[config.mk]
export PLATFORM = sky130hd
export DESIGN_NAME = lgc_div
export DESIGN_NICKNAME = d
export VERILOG_FILES = /design/src/design/limiter_gain_computer_core_defines.svh /design/src/design/lgc_pkg.sv /design/src/design/lgc_div.sv
export SDC_FILE = /design/constraint.sdc
export NUM_CORES = 1
export LEC_CHECK = 0
export ABC_AREA = 0
export BUFFER_PORTS_ARGS = -buffer_cell sky130_fd_sc_hd__buf_2
export CORE_ASPECT_RATIO = 0.75
export CORE_UTILIZATION = 50
export DETAILED_ROUTE_END_ITERATION = 12
export PLACE_DENSITY = 0.64
export SYNTH_ARGS = -nofsm -noshare
export SYNTH_HDL_FRONTEND = slang
export SYNTH_SLANG_ARGS = --single-unit
[constraint.sdc]
create_clock -name i_clk -period 5.62 [get_ports i_clk]
set_input_delay 0.562 -clock i_clk [delete_from_list [all_inputs] [get_ports i_clk]]
set_output_delay 0.562 -clock i_clk [all_outputs]
set_load 0.05 [all_outputs]
[src/design/limiter_gain_computer_core_defines.svh]
// assertion macros for the limiter gain computer core
`ifndef LIMITER_GAIN_COMPUTER_CORE_DEFINES_SVH
`define LIMITER_GAIN_COMPUTER_CORE_DEFINES_SVH

// same-cycle implication, disabled while reset is low
`define LGC_ASSERT_IMP(lbl, clk, rst_n, ante, cons, msg) \
    lbl: assert property (@(posedge clk) disable iff (!rst_n) (ante) |-> (cons)) \
        else $error(msg);

// next-cycle implication, disabled while reset is low
`define LGC_ASSERT_NXT(lbl, clk, rst_n, ante, cons, msg) \
    lbl: assert property (@(posedge clk) disable iff (!rst_n) (ante) |=> (cons)) \
        else $error(msg);

`endif

[src/design/lgc_pkg.sv]
package lgc_pkg;

    localparam int SAMPLE_BITS_DEF = 24;

    localparam int CFG_IDX_W  = 8;
    localparam int CFG_DATA_W = 16;

    localparam logic [CFG_IDX_W-1:0] IDX_THRESHOLD = 8'd0;
    localparam logic [CFG_IDX_W-1:0] IDX_KNEE_W    = 8'd1;
    localparam logic [CFG_IDX_W-1:0] IDX_KNEE_MODE = 8'd2;
    localparam logic [CFG_IDX_W-1:0] IDX_MAKEUP    = 8'd3;

    localparam logic signed [15:0] THR_MIN = -16'sd20480;
    localparam logic [12:0]        KW_MAX  = 13'd6144;
    localparam logic signed [13:0] MU_MIN  = -14'sd6144;
    localparam logic signed [13:0] MU_MAX  = 14'sd6144;

    // curve region codes
    localparam logic [1:0] SEL_ZERO = 2'd0;
    localparam logic [1:0] SEL_LIN  = 2'd1;
    localparam logic [1:0] SEL_SOFT = 2'd2;

    // soft-knee divider: numerator, divisor and quotient widths
    localparam int DIV_NW = 28;
    localparam int DIV_DW = 16;
    localparam int DIV_QW = 12;

    localparam logic [29:0] LOG2_10_OVER_20_Q32 = 30'd713378626;
    localparam logic [31:0] LN2_Q32             = 32'd2977044472;

    localparam int N_TERMS  = 13;
    localparam int RECIP_SH = 35;
    localparam int EXP_LAT  = 1 + 3 * N_TERMS;

endpackage

[src/design/lgc_div.sv]
module lgc_div #(
    parameter int NW = lgc_pkg::DIV_NW,
    parameter int DW = lgc_pkg::DIV_DW,
    parameter int QW = lgc_pkg::DIV_QW
) (
    input  logic          i_clk,
    input  logic          i_en,
    input  logic [NW-1:0] i_num,
    input  logic [DW-1:0] i_den,
    output logic [QW-1:0] o_quo
);
    // restoring division, one quotient bit per stage, msb first
    logic [NW-1:0] r_rem [QW];
    logic [DW-1:0] r_den [QW];
    logic [QW-1:0] r_quo [QW];

    for (genvar i = 0; i < QW; i++) begin : g_stage
        logic [NW-1:0] rem_in;
        logic [DW-1:0] den_in;
        logic [QW-1:0] quo_in;
        logic [NW:0]   n_trial;
        logic          n_ge;

        if (i == 0) begin : g_first
            assign rem_in = i_num;
            assign den_in = i_den;
            assign quo_in = '0;
        end else begin : g_next
            assign rem_in = r_rem[i-1];
            assign den_in = r_den[i-1];
            assign quo_in = r_quo[i-1];
        end

        assign n_trial = (NW+1)'(den_in) << (QW - 1 - i);
        assign n_ge    = (NW+1)'(rem_in) >= n_trial;

        always_ff @(posedge i_clk) begin
            if (i_en) begin
                r_rem[i] <= n_ge ? NW'((NW+1)'(rem_in) - n_trial) : rem_in;
                r_den[i] <= den_in;
                r_quo[i] <= quo_in | (n_ge ? (QW'(1) << (QW - 1 - i)) : '0);
            end
        end
    end

    assign o_quo = r_quo[QW-1];

endmodule

**Word-level counts from Yosys, hierarchy flattened**

Memories as Yosys holds them, arrays and structs flattened.
Index checks and enable logic that the tools add are counted.

- Flip-flop bits (word level): 0
- Bits in latches: 0
- Memory bits (writable): 672
- Bits in read-only memories: 0
- Input bits: 46
- Memories kept: 3

- $add $sub $neg: 12
- Multipliers: 0
- Div/mod/pow operators: 0
- Order comparisons: 12
- Equality and inequality tests: 0
- Shift-type cells: 0
- Mux-type cells: 26
- Bitwise operators: 11
- Reduce and logical (&&, ||, !) cells: 0

Memories:

| name | depth | bits a word | rd ports | clocked after Yosys merged registers in | wr ports | RTL line | source |
|---|---|---|---|---|---|---|---|
| r_rem | 12 | 28 | 11 | 0 | 12 | lgc_div.sv:13 | `logic [NW-1:0] r_rem [QW];` |
| r_den | 12 | 16 | 11 | 0 | 12 | lgc_div.sv:14 | `logic [DW-1:0] r_den [QW];` |
| r_quo | 12 | 12 | 12 | 0 | 12 | lgc_div.sv:15 | `logic [QW-1:0] r_quo [QW];` |

Operators with widths:

| operator | count |
|---|---|
| $mux W28 | 12 |
| $ge A28 B16 Y1 | 1 |
| $ge A28 B17 Y1 | 1 |
| $ge A28 B18 Y1 | 1 |
| $ge A28 B19 Y1 | 1 |
| $ge A28 B20 Y1 | 1 |
| $ge A28 B21 Y1 | 1 |
| $ge A28 B22 Y1 | 1 |
| $ge A28 B23 Y1 | 1 |
| $ge A28 B24 Y1 | 1 |
| $ge A28 B25 Y1 | 1 |
| $ge A28 B26 Y1 | 1 |
| $ge A28 B27 Y1 | 1 |
| $sub A28 B16 Y28 | 1 |
| $sub A28 B17 Y28 | 1 |
| $sub A28 B18 Y28 | 1 |
| $sub A28 B19 Y28 | 1 |
| $sub A28 B20 Y28 | 1 |
| $sub A28 B21 Y28 | 1 |
| $sub A28 B22 Y28 | 1 |
| $sub A28 B23 Y28 | 1 |
| $sub A28 B24 Y28 | 1 |
| $sub A28 B25 Y28 | 1 |
| $sub A28 B26 Y28 | 1 |
| 24 further kinds | 26 |

**Longest topological paths before layout**

An unclocked memory read counts as a cell.

- Word-level depth: 4
- Depth in mapped cells: 13
- Mapped depth without buffers: 12

**Worst setup path before layout**

No wires, ideal clock.

- Path kind: register -> register
- Start: mem r_rem[9][1] (netlist bit)
- End: mem r_rem[10][19] (netlist bit), data pin
- Arrival time: 2,810 ps
- Required time: 5,364 ps
- Setup slack: 2,554 ps
- Stages on the path, launching flop included: 13
- Buffers on the path: 0
- Path through: edfxtp_1 > inv_1 > ha_1 > inv_1 > fa_1 > a21o_1 > a221oi_1 > o211ai_1 > nand3_1 > and2_1 > o21ai_0 > or4_1 > a22o_1

RTL lines:

| element | RTL line |
|---|---|
| from (decl) | lgc_div.sv:13 |

==> results.tsv <==
metric	value	unit
hold_viol	0	
syn_avg_cell_area	11.89	um2
status	complete, no violations	
syn-num-nets	2752	
post_cts_buffers	0	
ios	58	
die_h	213.3	um
yosysSeqAreaShare	56.72	%
p_sw_share	33.54	%
cts_resized	0	
drive_above_1_share	8.790	%
criticalPathCategory	reg -> reg	
drtAntennaViolNets	0	
area_growth	10.31	%
finalSetupTns	0	ps
antenna_found_initial	1	
finClkSkew	60.67	ps
coreArea	0.05887	mm2
dp_hpwl	46.07	mm
first_iter_violations	1842	
cellLeakagePower	12.84	nW
synth_edf_count	562	
synth.most_common_cell	edfxtp_1	
crit_path_frequent_cell	inv_1	
crit_path_end_kind	flop	
path_cells	inv_1, ha_1, inv_1, fa_1, a211oi_1, o211ai_1, a41oi_1, o21ba_2, o21ai_0, a21boi_0, nand3_1, xnor2_1	
async_flop_share	0	%
row_count	77	
clkLatencyLatePin	640	ps
layout.nets	2831	
num_antenna_cells	0	
wl	62.33	mm
root_buffer	clkbuf_16	
clock_power_share	23.9	%
internal_power	0.01038	W
synthTopCellsByArea	edfxtp_1 57%, ha_1 8.1%, a21oi_1 3.2%, inv_1 3.1%, xnor2_1 2.9%	
cp_data_arrival_time	4410	ps
synth_seq_cells	562	
period_share	72.39	%
worst_path_max_delay_cell	a41oi_1	
cts_max_level	2	
cts_tree	done	
vdd_ir_drop_max	0.2616	mV
synthCells	2503	
slowest_delay	780	ps
synth_ff_type	edfxtp_1	
synth_cell_types	78	
cp.required	5960	ps
vias_per_cell	5.686	
grt_max_degree	140	
chipWidth	283.7	um
placed_cell_area	0.03100	mm2
netlist.area_leader.share	56.72	%
vias	19430	
p_seq_share	41.0	%
wl_per_cell	18.24	um
overflow	0	
fillers	4926	
yosys_warnings	0	
drt_drc_violations_left	0	
io_buffers	57	
netlist_area	0.02976	mm2
worstPathMaxFanout	4	
dieArea	0.06050	mm2
clock-sinks	562	
rsz0062_at_grt	false	
powerDensity	475.9	mW/mm2
setup_viol	0	
max_slew.worst_pin.slew	1323	ps
yosys-top-cells-count	562 x edfxtp_1, 242 x inv_1, 192 x ha_1, 191 x a21oi_1, 181 x nor2_1	
cp-start-kind	flop	
whs	117.4	ps
routabilityCongestion	0.9373	
slew-limit-headroom	9.503	%
yosysTopAreaCell	edfxtp_1	
period_needed	4068	ps
cap_viol_max_count	0	
maxSlewViolCount	0	
design_area	0.03282	mm2
dr.pass1.iters	6	
p_switching	0.005239	W
start_util	50.55	%
fmax	245.8	MHz
path_clk_slew	60	ps
grt.total_usage	20.83	%
cts_buffers	56	
cts-hold-fix-buffers	0	
p_comb_share	35.1	%
min_path_type	in -> reg	
grt_first_pass_wirelength	99.97	mm
clk_path_buf_depth	3	
grt_pass1_vias	18190	
sequential cells by signal (all words and copies together), names as in the netlist:
| signal | flops |
|---|---|
| r_den | 176 |
| r_quo | 78 |
| r_rem | 308 |
worst max-delay path: cells and delay by family, from the launching register on:
kind	cells	cell delay (ps)
AOI/OAI and AO/OA	6	2320
buffers and inverters	2	130
xor gates and xnor gates	1	170
adders and majority gates	2	600
DFF	1	390
and+or+nand+nor	1	160
metrics by stage:
stage	util, %	setup WS [ps]	instances	power, W
finish	55.76	1552	3418	0.01562
global route	55.76	1290	3418	0.01658
CTS	55.76	1641	3418	0.01566
detailed placement	52.66	1691	3314	0.01185
global placement	52.66	1739	3314	0.01167
floorplan	-	2554	2503	0.01042
worst paths after layout:
| check | from | endpoint | slack [ps] | depth (start not counted) |
|---|---|---|---|---|
| setup / recovery | r_rem[8][2]$_DFFE_PP_ | r_rem[9][22]$_DFFE_PP_ | 1550 | 12 |
| setup reg to reg | r_rem[8][2]$_DFFE_PP_ | r_rem[9][22]$_DFFE_PP_ | 1550 | 12 |
| hold reg to reg | r_den[9][14]$_DFFE_PP_ | r_den[10][14]$_DFFE_PP_ | 410 | 0 |
| hold / removal | i_den[9] | r_den[0][9]$_DFFE_PP_ | 120 | 1 |
cells by family after synthesis:
family / synth area share, %
AOI/OAI and AO/OA: 12.73
DFF: 56.72
xor gates and xnor gates: 5.710
and+or+nand+nor: 9.877
muxes: 2.334
buffers and inverters: 3.822
adders and majority gates: 8.813
power groups by stage:
stage	clock network, W	registers [W]	logic [W]
after floorplan	0	0.00628	0.00414
after global placement	0	0.00647	0.00520
after detailed placement	0	0.00648	0.00537
after CTS	0.00384	0.00640	0.00542
after global routing	0.00399	0.00650	0.00609
final	0.00373	0.00640	0.00549
per-layer routing:
layer / share of wire (%) / global-route usage, %
met3: 7.4 / 3.515
met1: 53 / 34.78
met5: 0 / 0
met2: 38 / 27.53
met4: 1.4 / 4.362
layout by cell type (no fill, tap or decap), types with 14 or more instances in the layout:
cell type	count
a211oi_1	27
a21o_1	77
a21oi_1	190
a31oi_1	22
buf_2	56
clkbuf_1	16
clkbuf_16	56
edfxtp_1	562
ha_1	192
inv_1	242
mux2_2	59
nand2_1	136
nand2b_1	27
nand3_1	33
nand4_1	25
nor2_1	181
nor2b_1	24
nor3_1	35
nor4_1	25
o211ai_1	14
o21a_1	35
o21ai_0	126
o21bai_1	18
o31ai_1	15
or3_1	17
xnor2_1	99
xor2_1	95
final cells by class:
cell class / count / area [um2] / area share, %
multi-input cells: 1647 / 11770 / 35.85
clock buffers: 72 / 1461 / 4.452
clock inverters: 32 / 360.3 / 1.098
inverters: 243 / 912.1 / 2.779
repair buffers: 72 / 457.9 / 1.395
well taps: 790 / 988.4 / 3.011
flip-flops and latches: 562 / 16880 / 51.42
Power figures use the tool's default switching activity.
